**config.mk**
```make
export PLATFORM = sky130hd
export DESIGN_NAME = crc16_key_hash_slot_unit
export DESIGN_NICKNAME = d
export VERILOG_FILES = /design/src/rtl/ckhs_pkg.sv /design/src/rtl/crc16_key_hash_slot_unit.sv
export SDC_FILE = /design/constraint.sdc
export NUM_CORES = 1
export LEC_CHECK = 0
export ABC_AREA = 1
export BUFFER_PORTS_ARGS = -buffer_cell sky130_fd_sc_hd__buf_4
export CORE_ASPECT_RATIO = 0.5
export CORE_MARGIN = 1.5
export CORE_UTILIZATION = 40
export DETAILED_ROUTE_END_ITERATION = 10
export GPL_ROUTABILITY_DRIVEN = 0
export PLACE_DENSITY_LB_ADDON = 0.1
export SLEW_MARGIN = 20
export SYNTH_ARGS = -nofsm -noshare
export SYNTH_HDL_FRONTEND = slang
export SYNTH_SLANG_ARGS = --single-unit
```
**constraint.sdc**
```tcl
create_clock -name clk_i -period 3.05 [get_ports clk_i]
set_clock_uncertainty 0.2 [all_clocks]
set_input_delay 0.305 -clock clk_i [delete_from_list [all_inputs] [get_ports clk_i]]
set_output_delay 0.305 -clock clk_i [all_outputs]
set_load 0.01 [all_outputs]
```
**src/rtl/ckhs_pkg.sv**
```systemverilog
// ----------------------------------------------------------------------------
// ckhs_pkg
// Types, constants and the CRC-16/XMODEM byte step for the key hash slot unit.
// ----------------------------------------------------------------------------
`timescale 1ns / 1ps

package ckhs_pkg;

  localparam logic [15:0] CrcPoly    = 16'h1021;
  localparam logic [7:0]  OpenBrace  = 8'h7b;
  localparam logic [7:0]  CloseBrace = 8'h7d;
  localparam int unsigned SlotWidth  = 14;

  // Tag scan phase, one-hot.
  typedef enum logic [2:0] {
    PhaseBefore = 3'b001,
    PhaseInside = 3'b010,
    PhaseClosed = 3'b100
  } phase_e;

  // MSB-first CRC-16 update by one byte, no reflection.
  function automatic logic [15:0] crc16_byte(input logic [15:0] crc, input logic [7:0] b);
    logic [15:0] c;
    c = crc ^ {b, 8'h00};
    for (int k = 0; k < 8; k++) begin
      if (c[15]) begin
        c = {c[14:0], 1'b0} ^ CrcPoly;
      end else begin
        c = {c[14:0], 1'b0};
      end
    end
    return c;
  endfunction

endpackage

```
**src/rtl/crc16_key_hash_slot_unit.sv**
```systemverilog
// ----------------------------------------------------------------------------
// crc16_key_hash_slot_unit
// Streams a key in byte by byte and gives its cluster hash slot (CRC-16/XMODEM
// of its first {tag} if that tag is non-empty, else of the whole key) after the last beat.
// ----------------------------------------------------------------------------
//  channel | signals                                      | dir
//  --------+----------------------------------------------+-----
//  in      | in_valid_i, in_stall_o, key_byte_i,          | in
//          | byte_present_i, last_byte_i                  |
//  out     | out_valid_o, out_stall_i, slot_o             | out
//
//  One beat per cycle sustained while no slot is blocked at the output; the per-byte
//  CRC XOR tree feeding the CRC state registers sets the cycle.
//  The key-ending beat passes the input register; slot_o and out_valid_o are then
//  registered in the result register, where the slot beat can be taken.
//  Async reset clears valids and the CRC/tag state; nothing else to clear.
//  in_stall_o rises only when a slot waits at the output while a key-ending
//  beat sits in the input register.
// ----------------------------------------------------------------------------
`timescale 1ns / 1ps

module crc16_key_hash_slot_unit #(
  parameter int unsigned SLOT_COUNT = 16384
) (
  input  logic        clk_i,
  input  logic        rst_ni,
  input  logic        in_valid_i,
  output logic        in_stall_o,
  input  logic [7:0]  key_byte_i,
  input  logic        byte_present_i,
  input  logic        last_byte_i,
  output logic        out_valid_o,
  input  logic        out_stall_i,
  output logic [ckhs_pkg::SlotWidth-1:0] slot_o
);

  localparam logic [15:0] SlotMask = 16'(SLOT_COUNT - 1);

  // input register
  logic       in_valid_q, in_valid_d;
  logic [7:0] byte_q;
  logic       present_q;
  logic       last_q;

  // key state
  logic [15:0]      whole_crc_q, whole_crc_d;
  logic [15:0]      tag_crc_q, tag_crc_d;
  ckhs_pkg::phase_e phase_q, phase_d;
  logic             tag_nonempty_q, tag_nonempty_d;

  // result register
  logic                          out_valid_q, out_valid_d;
  logic [ckhs_pkg::SlotWidth-1:0] slot_q, slot_d;

  logic        advance;
  logic        in_take;
  logic [15:0] whole_upd, tag_upd, chosen;
  ckhs_pkg::phase_e phase_upd;
  logic        nonempty_upd;

  // A non-final beat never needs the output register.
  assign advance    = in_valid_q & (~last_q | ~out_valid_q | ~out_stall_i);
  assign in_stall_o = in_valid_q & ~advance;
  assign in_take    = in_valid_i & ~in_stall_o;
  assign in_valid_d = in_take | (in_valid_q & ~advance);

  always_comb begin
    whole_upd    = whole_crc_q;
    tag_upd      = tag_crc_q;
    phase_upd    = phase_q;
    nonempty_upd = tag_nonempty_q;
    if (present_q) begin
      whole_upd = ckhs_pkg::crc16_byte(whole_crc_q, byte_q);
      case (phase_q)
        ckhs_pkg::PhaseBefore: begin
          if (byte_q == ckhs_pkg::OpenBrace) begin
            phase_upd = ckhs_pkg::PhaseInside;
          end
        end
        ckhs_pkg::PhaseInside: begin
          if (byte_q == ckhs_pkg::CloseBrace) begin
            phase_upd = ckhs_pkg::PhaseClosed;
          end else begin
            tag_upd      = ckhs_pkg::crc16_byte(tag_crc_q, byte_q);
            nonempty_upd = 1'b1;
          end
        end
        default: begin
        end
      endcase
    end
  end

  assign chosen = (phase_upd == ckhs_pkg::PhaseClosed && nonempty_upd) ? tag_upd : whole_upd;
  assign slot_d = ckhs_pkg::SlotWidth'(chosen & SlotMask);

  always_comb begin
    whole_crc_d    = whole_crc_q;
    tag_crc_d      = tag_crc_q;
    phase_d        = phase_q;
    tag_nonempty_d = tag_nonempty_q;
    if (advance) begin
      if (last_q) begin
        whole_crc_d    = '0;
        tag_crc_d      = '0;
        phase_d        = ckhs_pkg::PhaseBefore;
        tag_nonempty_d = 1'b0;
      end else begin
        whole_crc_d    = whole_upd;
        tag_crc_d      = tag_upd;
        phase_d        = phase_upd;
        tag_nonempty_d = nonempty_upd;
      end
    end
  end

  assign out_valid_d = (advance & last_q) | (out_valid_q & out_stall_i);

  always_ff @(posedge clk_i or negedge rst_ni) begin
    if (!rst_ni) begin
      in_valid_q     <= 1'b0;
      out_valid_q    <= 1'b0;
      whole_crc_q    <= '0;
      tag_crc_q      <= '0;
      phase_q        <= ckhs_pkg::PhaseBefore;
      tag_nonempty_q <= 1'b0;
    end else begin
      in_valid_q     <= in_valid_d;
      out_valid_q    <= out_valid_d;
      whole_crc_q    <= whole_crc_d;
      tag_crc_q      <= tag_crc_d;
      phase_q        <= phase_d;
      tag_nonempty_q <= tag_nonempty_d;
    end
  end

  always_ff @(posedge clk_i) begin
    if (in_take) begin
      byte_q    <= key_byte_i;
      present_q <= byte_present_i;
      last_q    <= last_byte_i;
    end
    if (advance & last_q) begin
      slot_q <= slot_d;
    end
  end

  assign out_valid_o = out_valid_q;
  assign slot_o      = slot_q;

endmodule

```
# Word level (Yosys, flattened, before mapping)
# Cells that the tools add are included.
dict set report op_classes {
  eq_ne 5
  n_mux 60
  bitwise_logic 32
  n_reduce_logical 1
}
# op count
set op_table {}
lappend op_table {{2-to-1 mux 16 bit} 34}
lappend op_table {{2-to-1 mux 13 bit} 16}
lappend op_table {{NOT 3 bit} 16}
lappend op_table {{XOR 16 bit} 2}
lappend op_table {{equality test 8 x 7 -> 1 bit, second input constant} 2}
lappend op_table {{2-to-1 mux 14 bit} 1}
lappend op_table {{2-to-1 mux 3 bit} 4}
lappend op_table {{case mux 3 bit (2 select lines)} 1}
lappend op_table {{bitwise AND 1 bit} 5}
lappend op_table {{NOT 1 bit} 5}
lappend op_table {{2-to-1 mux 1 bit} 4}
lappend op_table {{OR 1 bit} 4}
lappend op_table {{equality test 3 x 1 -> 1 bit, second input constant} 1}
lappend op_table {{equality test 3 x 2 -> 1 bit, second input constant} 1}
lappend op_table {{equality test 3 bit, second input constant} 1}
lappend op_table {{logical AND 1 bit} 1}
dict set report totals {
  ff_bits 62
  inputBits 14
  out_inout_bits 16
  elab_cells 108
}

# Longest topological paths before layout
# Gate-level depths: netlist (run 1).
dict set report depth {
  word_depth 42
  mapped_depth 11
  ltp_nobuf 10
}

# Worst setup path after synthesis (run 1)
# No wires, ideal clock.
dict set report synth_timing {
  path_kind {register to register}
  startpoint {reg byte_q[7]}
  endpoint {reg slot_q, in the netlist slot_o[8], data pin}
  arrival_ps 1341
  required_ps 2597
  setup_slack_ps 1256
  path_stages_with_launch 12
  path_buffers 1
  path_cell_list {edfxtp_1 -> inv_2 -> nand2_1 -> nor2_2 -> nand2_2 -> nand2_4 -> nand2_2 -> nor2_4 -> nand2_4 -> buf_6 -> nand3_1 -> nand2_1}
}
dict set report synth_via {
  elab_chain_cells 31
  elab_cells_between_ends 56
  cone_classes {eq/ne: 3; mux: 50; bitwise: 2; reduce/logical: 1}
}
# item line_no
set synth_rtl {}
lappend synth_rtl {{from (decl)} crc16_key_hash_slot_unit.sv:41} ;# logic [7:0] byte_q;
lappend synth_rtl {{from (signal assigned)} crc16_key_hash_slot_unit.sv:139} ;# byte_q <= key_byte_i;
lappend synth_rtl {{XOR 16 bit} ckhs_pkg.sv:24} ;# c = crc ^ {b, 8'h00};
lappend synth_rtl {{2-to-1 mux 13 bit} ckhs_pkg.sv:26} ;# if (c[15]) begin
lappend synth_rtl {{2-to-1 mux 16 bit} crc16_key_hash_slot_unit.sv:81} ;# if (byte_q == ckhs_pkg::CloseBrace) begin
lappend synth_rtl {{2-to-1 mux 16 bit} crc16_key_hash_slot_unit.sv:74} ;# case (phase_q)
lappend synth_rtl {{2-to-1 mux 16 bit} crc16_key_hash_slot_unit.sv:72} ;# if (present_q) begin
lappend synth_rtl {{2-to-1 mux 16 bit} crc16_key_hash_slot_unit.sv:81}
lappend synth_rtl {{2-to-1 mux 16 bit} crc16_key_hash_slot_unit.sv:74}
lappend synth_rtl {{2-to-1 mux 16 bit} crc16_key_hash_slot_unit.sv:72}
lappend synth_rtl {{[... 16 more ...]} n/a}
lappend synth_rtl {{2-to-1 mux 16 bit} crc16_key_hash_slot_unit.sv:74}
lappend synth_rtl {{2-to-1 mux 16 bit} crc16_key_hash_slot_unit.sv:72}
lappend synth_rtl {{2-to-1 mux 13 bit} ckhs_pkg.sv:26}
lappend synth_rtl {{2-to-1 mux 16 bit} crc16_key_hash_slot_unit.sv:81}
lappend synth_rtl {{2-to-1 mux 16 bit} crc16_key_hash_slot_unit.sv:74}
lappend synth_rtl {{2-to-1 mux 16 bit} crc16_key_hash_slot_unit.sv:72}
lappend synth_rtl {{2-to-1 mux 14 bit *} crc16_key_hash_slot_unit.sv:94} ;# assign chosen = (phase_upd == ckhs_pkg::PhaseClosed && nonempty_upd) ? tag_upd : whole_upd;
lappend synth_rtl {{net chosen[8]} crc16_key_hash_slot_unit.sv:57} ;# logic [15:0] whole_upd, tag_upd, chosen;
lappend synth_rtl {{to (signal assigned)} crc16_key_hash_slot_unit.sv:144} ;# slot_q <= slot_d;
lappend synth_rtl {{to (decl)} crc16_key_hash_slot_unit.sv:53} ;# logic [ckhs_pkg::SlotWidth-1:0] slot_q, slot_d;
# Mark *: on every way through the listed nets, which the timed path passes. The rest lies on a longest branch. The select of a mux whose other input is x is not followed.
# A chain may end at the register's enable or synchronous reset.

# Worst setup path after layout (run 1)
dict set report layout_timing {
  startpoint {reg byte_q[4]}
  endpoint {reg slot_q, in the netlist slot_o[6], data pin}
}
dict set report layout_via {
  elab_chain_cells 7
  elab_cells_between_ends 15
  cone_classes {eq/ne: 3; mux: 11; reduce/logical: 1}
}
# item line_no
set layout_rtl {}
lappend layout_rtl {{equality test 8 x 7 -> 1 bit (on tied branches)} {crc16_key_hash_slot_unit.sv:81, crc16_key_hash_slot_unit.sv:76}}
lappend layout_rtl {{2-to-1 mux 3 bit (on tied branches)} {crc16_key_hash_slot_unit.sv:81, crc16_key_hash_slot_unit.sv:76}}
lappend layout_rtl {{case mux 3 bit (2 select lines)} crc16_key_hash_slot_unit.sv:74}
lappend layout_rtl {{2-to-1 mux 3 bit} crc16_key_hash_slot_unit.sv:72}
lappend layout_rtl {{equality test 3 bit} crc16_key_hash_slot_unit.sv:94}
lappend layout_rtl {{logical AND 1 bit} crc16_key_hash_slot_unit.sv:94}
lappend layout_rtl {{2-to-1 mux 14 bit *} crc16_key_hash_slot_unit.sv:94}
lappend layout_rtl {{net chosen[6]} crc16_key_hash_slot_unit.sv:57}
# Mark *: on every way through the listed nets, which the timed path passes. The rest lies on a longest branch.

==> results of run 1 <==
-- critical path, delay by kind of cell (launching register included) --
family,cells,cell delay (ps)
flops,1,550
simple gates,8,1380
-- stage by stage --
stage	hold WS, ps	setup WS (ps)	util, %	instances	power, uW
global placement	128.1	831.5	45.09	637	1472
global route	52.36	613.8	49.36	665	2501
detailed placement	128.0	814.6	45.09	637	1472
CTS	32.61	805.8	49.36	665	2378
floorplan	-190.6	1256	-	500	1292
finish	41.28	769.1	49.36	665	2377
-- power groups by stage --
stage	Sequential, uW	Clock (uW)	Combinational, uW
6_report	1000	897	479
2_1_floorplan	1000	0	288
3_3_place_gp	1010	0	460
4_1_cts	1000	905	473
3_5_place_dp	1010	0	458
5_1_grt	1010	951	542
-- timing repair --
item	4_1_cts	5_1_grt
hold endpoints to repair	48	0
buffers inserted	0	0
hold buffers	12	0
-- routing by layer --
metal  wire (um)  GRT usage (%)  vias up  share of wire, %
li1            -              -     1686                 -
met1        5543          38.00     1523                51
met2        4147          32.67      131                38
met3         990          8.569       11               9.2
met4          97          5.614        0              0.90
met5           0              0        -                 0
-- worst paths after layout --
check,from,to,cells past startpoint,slack [ps]
max in group asynchronous,rst_ni,phase_q[0]$_DFFE_PN1P_,2,1970
hold reg to reg,whole_crc_q[5]$_DFFE_PN0P_,whole_crc_q[5]$_DFFE_PN0P_,2,300
setup reg to reg,byte_q[4]$_DFFE_PP_,slot_o[6]$_DFFE_PP_,8,770
min in group asynchronous,rst_ni,whole_crc_q[11]$_DFFE_PN0P_,2,290
setup / recovery,byte_q[4]$_DFFE_PP_,slot_o[6]$_DFFE_PP_,8,770
hold / removal,out_stall_i,out_valid_o$_DFF_PN0_,3,40
-- synthesized netlist by cell type --
cell type	count
a21oi_1	1
a31oi_1	1
buf_2	6
buf_4	4
buf_6	1
clkbuf_1	4
dfrtp_1	37
dfstp_2	1
edfxtp_1	24
inv_1	42
inv_2	6
nand2_1	238
nand2_2	4
nand2_4	2
nand3_1	42
nand4_1	7
nor2_1	13
nor2_2	3
nor2_4	2
o21ai_0	32
o21ai_1	3
o22ai_1	10
or2_0	1
or2_2	1
xnor2_1	5
xor2_1	10
-- sequential cells by signal (all words and copies together), names as in the netlist --
signal	flops
byte_q	8
in_valid_q	1
last_q	1
out_valid_o	1
phase_q	3
present_q	1
slot_o	14
tag_crc_q	16
tag_nonempty_q	1
whole_crc_q	16
-- layout make-up --
class	instances	area, um^2
fillers	866	4425
multi-input cells	375	1678
flip-flops and latches	62	1673
repair buffers	47	382.9
clock buffers	12	236.5
inverters	48	180.2
well taps	117	146.4
clock inverters	4	16.27
-- kinds of logic (layout without fill, tap and decap cells) --
group                     count (synthesis)  count (layout)  share of synthesized area (%)
and+or+nand+nor                         313             313                          35.87
DFF                                      62              62                          46.25
AOI/OAI and AO/OA                        47              47                          6.883
xor gates and xnor gates                 15              15                          3.632
buffers and inverters                    63             111                          7.368
-- placed cells by master (no fill, tap or decap) --
master         Yosys  layout
nand2_1          238     238
inv_1             42      42
nand3_1           42      42
dfrtp_1           37      37
buf_4              4      35
o21ai_0           32      32
edfxtp_1          24      24
nor2_1            13      13
dlygate4sd3_1      0      12
xor2_1            10      10
o22ai_1           10      10
clkbuf_16          0       9
nand4_1            7       7
inv_2              6       6
xnor2_1            5       5
nand2_2            4       4
nor2_2             3       3
o21ai_1            3       3
clkbuf_1           4       3
clkinv_1           0       3
nand2_4            2       2
nor2_4             2       2
a31oi_1            1       1
or2_2              1       1
a21oi_1            1       1
or2_0              1       1
clkinv_2           0       1
dfstp_2            1       1
==> metrics, run 1 <==
Routed WL per cell 16.21 um; CTS tree yes; crit-path max FO 26; startpoint class of the critical path flip-flop; synthesis-to-finish area growth 19.23%; sequential element share of the synthesized area 46.25%; critical path data arrival time 2280 ps; Final #Nets 557; Syn Inst Count 500; Via density between 5 and 6; Slew @ Worst Pin 662.2 ps; Synth Warn # 0; synthesized net count 514; setup_tns 0 ps; worst skew pair latency between 300 and 400 ps; Root Buffer clkbuf_16; Finished Cell Area around 4300 um^2; global route overflow 0; IO Port Bufs 29; synth top area cells dfrtp_1 (26%), nand2_1 (25%), edfxtp_1 (20%), nand3_1 (5.8%), o21ai_0 (4.4%); layout cells sized above 1 11.68%; Final Hold Fails 0; IO Pins 30; Comb pwr share 20.2%; slowest stage delay, CP about 550 ps; status finished clean; Die Ht 70.24 um; Synth area leader dfrtp_1; Cell Rows 24; leak pwr approximately 0.0022 uW; Num CTS Buffers 9; Post-DP HPWL between 7000 and 8000 um; vias 3351; DRC 0; core box area a little under 9000 um^2; Max Cap Viol 0; largest net degree at the start of global routing 39; Pins Over Slew Limit 0; RSZ-0062 raised after global routing false; final setup fails 0; Tcrit/Tclk final 74.78%; Critical Path, Cell by Cell nand2_1, nor2_2, nand2_2, nand2_4, nand3_1, nor2_2, nand3_1, nand2_1; Fmax 438.4 MHz; P_sw around 730 uW; starting density of the core 41.39%; Sink Count 62; internal power ~1600 uW; DR pass1 iterations 5; CP endpoint kind flip-flop; Max-Slew Margin vs Limit a little under three fifths; Worst VDD drop 0.0002741 V; Post-DP Area just under 4000 um^2; initial antenna violation count 0; Pwr per Cell Area ~550 nW/um^2; first-pass GRT wire length 17040 um; CTS Buffer Depth 2; Cell variety after synth 26; Worst EP required 3050 ps; Worst-path clk slew about 50 ps; GRT Overall Usage about a quarter; cell area after synthesis roughly 3600 um^2; Worst Path Class, Setup reg2reg; # diodes 0; Routed Antenna Nets 0; Net Sw Frac 30.65%; Slowest-stage cell, CP edfxtp_1; sequential share of power a little over two fifths; vias in the first global route between 3000 and 4000; Die Wd 137.5 um; Post-Syn Area per Cell approximately 7.2 um^2; Synth top area share 25.60%; PostCTS Resize Cnt 0; Yosys reg bits between 60 and 70; H-tree levels 3; Die Footprint 9657 um^2; Post-Route WL 10780 um; Detailed Route Iter0 Violations ~310; min-delay worst type in2reg; Clock Power Share between 30% and 40%; crit path time final around 2300 ps
(Power assumes the default switching activity.)
==> inputs of run 2 (changes only) <==
- clock period: 3.05 -> 2.2 ns (I/O delays scaled with it)
==> run 2 against run 1 <==
  * Core utilization grew 1.9 points
  * Critical endpoint is now slot_o[7]$_DFFE_PP_
  * Wire length grew 0.14%
  * Total power grew 51%
  * First-iteration DRC count shrank 1.6%
  * Critical path type unchanged
  * Fmax grew 11%
  * Largest power group is now clock
  * Clock power grew 66%
==> metrics, run 2 (synthesis results as in run 1) <==
status finished clean; Slew @ Worst Pin 708.3 ps (+46.18 ps); Die Ht 70.24 um (unchanged); P_sw 1042 uW (+43%); IO Pins 30 (unchanged); met3 Use GR 7.117% (-1.5 points); vias 3353 (+0.060%); Die Footprint 9657 um^2 (unchanged); GRT Overall Usage 24.87% (+0.16 points); leak pwr 0.002253 uW (+4.1%); layout cells sized above 1 13.95% (+2.3 points); Placed Cells 645 (+1.3%); Finished Cell Area 4482 um^2 (+3.9%); Placement Setup Slack 138.8 ps (-675.8 ps); initial antenna violation count 0 (unchanged); # diodes 0 (unchanged); Detailed Route Iter0 Violations 302 (-1.6%); Routed WL per cell 15.97 um (-1.5%); H-tree levels 3 (unchanged); area occupied by multi-input gates 1697 um^2 (+1.1%); Die Wd 137.5 um (unchanged); Worst-path clk slew 50 ps (about the same); Clock Power Share 41.5% (+3.8 points); Post-DP Area 4013 um^2 (+1.8%); Sink Count 62 (unchanged); Pwr per Cell Area 801.0 nW/um^2 (+45%); Max-Slew Margin vs Limit 52.28% (-3.1 points); GR peak layer met1; worst skew pair latency 330 ps (about the same); Fmax 485.5 MHz (+11%); Routed Antenna Nets 0 (unchanged); IO Port Bufs 29 (unchanged); most frequent cells in the layout nand2_1 (238), buf_4 (44), inv_1 (42), nand3_1 (42), dfrtp_1 (37); final setup fails 0 (unchanged); M1 GR Usage 39.08% (+1.1 points); Worst VDD drop 0.0004403 V (+61%); CP endpoint kind flip-flop; setup_tns 0 ps (unchanged); Pins Over Slew Limit 0 (unchanged); RSZ-0062 raised after global routing false; internal power 2548 uW (+55%); largest net degree at the start of global routing 39 (unchanged); Tcrit/Tclk final 93.63% (+19 points); critical path data arrival time 1930 ps (-350 ps); Final Hold Fails 0 (unchanged); synthesis-to-finish area growth 23.90%; startpoint class of the critical path flip-flop; Num CTS Buffers 9 (unchanged); Layout Cells excl Fill 676 (+1.7%); CTS Buffer Depth 2 (unchanged); Register Area 1673 um^2 (unchanged); DRC 0 (unchanged); commonest non-fill, non-tap cell in the layout nand2_1; Comb pwr share 20.0% (-0.2 points); worst reg2reg startpoint byte_q[7]$_DFFE_PP_; Via density 4.960 (-1.6%); Worst Reg2Reg Path Length in Cells 10 (+2); Max Cap Viol 0 (unchanged); DR pass1 iterations 5 (unchanged); Setup crit start byte_q[7]$_DFFE_PP_; sequential share of power 38.6% (-3.5 points); core box area 8738 um^2 (unchanged); Final #Nets 568 (+2.0%); Root Buffer clkbuf_16; PnR Total Power 3590 uW (+51%); Net Sw Frac 29.03% (-1.6 points); CTS tree yes; global route overflow 0 (unchanged); Filler cells 866 (unchanged); first-pass GRT wire length 17250 um (+1.3%); Final WS setup 140.1 ps (-629.0 ps); Worst Path Class, Setup reg2reg; starting density of the core 41.39% (unchanged); Post-DP HPWL 7968 um (+0.74%); min-delay worst type in2async; vias in the first global route 3060 (-0.84%); Post-Route WL 10790 um (+0.14%); GR Util met2 33.39% (+0.72 points); crit path time final 2060 ps (-221.0 ps); crit-path max FO 18 (-31%); Cell Rows 24 (unchanged); Worst EP required 2070 ps (-980 ps)
-- run 2: cell types whose count changed in the layout (fill, tap and decap cells not counted), sizes merged --
cell         delta
buf            +10
bufinv          +2
clkbuf          -2
dlygate4sd3     +1
-- run 2: timing repair --
item,in CTS,in global routing
hold endpoints to repair,49,0
setup endpoints to repair,0,8
buffers inserted,0,2
gates resized for setup,0,3
hold buffers,13,0
-- run 2: area by class of cell --
| cell class | instances | area share [%] |
|---|---|---|
| well taps | 117 | 3.266 |
| multi-input cells | 375 | 37.86 |
| repair buffers | 58 | 10.72 |
| clock inverters | 6 | 1.703 |
| inverters | 48 | 4.020 |
| clock buffers | 10 | 5.109 |
| flip-flops and latches | 62 | 37.33 |
-- run 2: metrics by stage --
step	util (%)	hold WS, ps
floorplan	-	-275.6
global placement	45.92	47.90
detailed placement	45.92	51.22
CTS	50.90	244.9
global route	51.29	274.2
finish	51.29	225.3
-- run 2: power groups by stage --
stage                     registers [uW]  clock network, uW  logic (uW)
after floorplan                     1390                  0         399
after global placement              1400                  0         681
after detailed placement            1400                  0         679
after CTS                           1380               1500         700
after global routing                1400               1560         808
final                               1380               1490         717
-- run 2: final timing paths --
check,endpoint,slack (ps)
max,slot_o[7]$_DFFE_PP_,140
min,out_valid_o$_DFF_PN0_,230
max reg2reg,slot_o[7]$_DFFE_PP_,140
min reg2reg,whole_crc_q[5]$_DFFE_PN0P_,290
max in group asynchronous,tag_crc_q[10]$_DFFE_PN0P_,1190
min in group clk_i,whole_crc_q[5]$_DFFE_PN0P_,290
-- run 2: per-layer routing --
layer  vias up  wire, um
met5         -         0
met3        11       974
met2       130      4186
met4         0        94
li1       1702         -
met1      1510      5539
-- run 2: critical path, stage by stage (launching register included) --
cell and delay [ps]:
edfxtp_1 450, inv_2 130, nand2_1 70, nor2_2 120, nand2_2 110, nand2_8 130, nand2_2 90, nor2_4 150
nand2_4 150, nand3_1 110, nand2_1 80
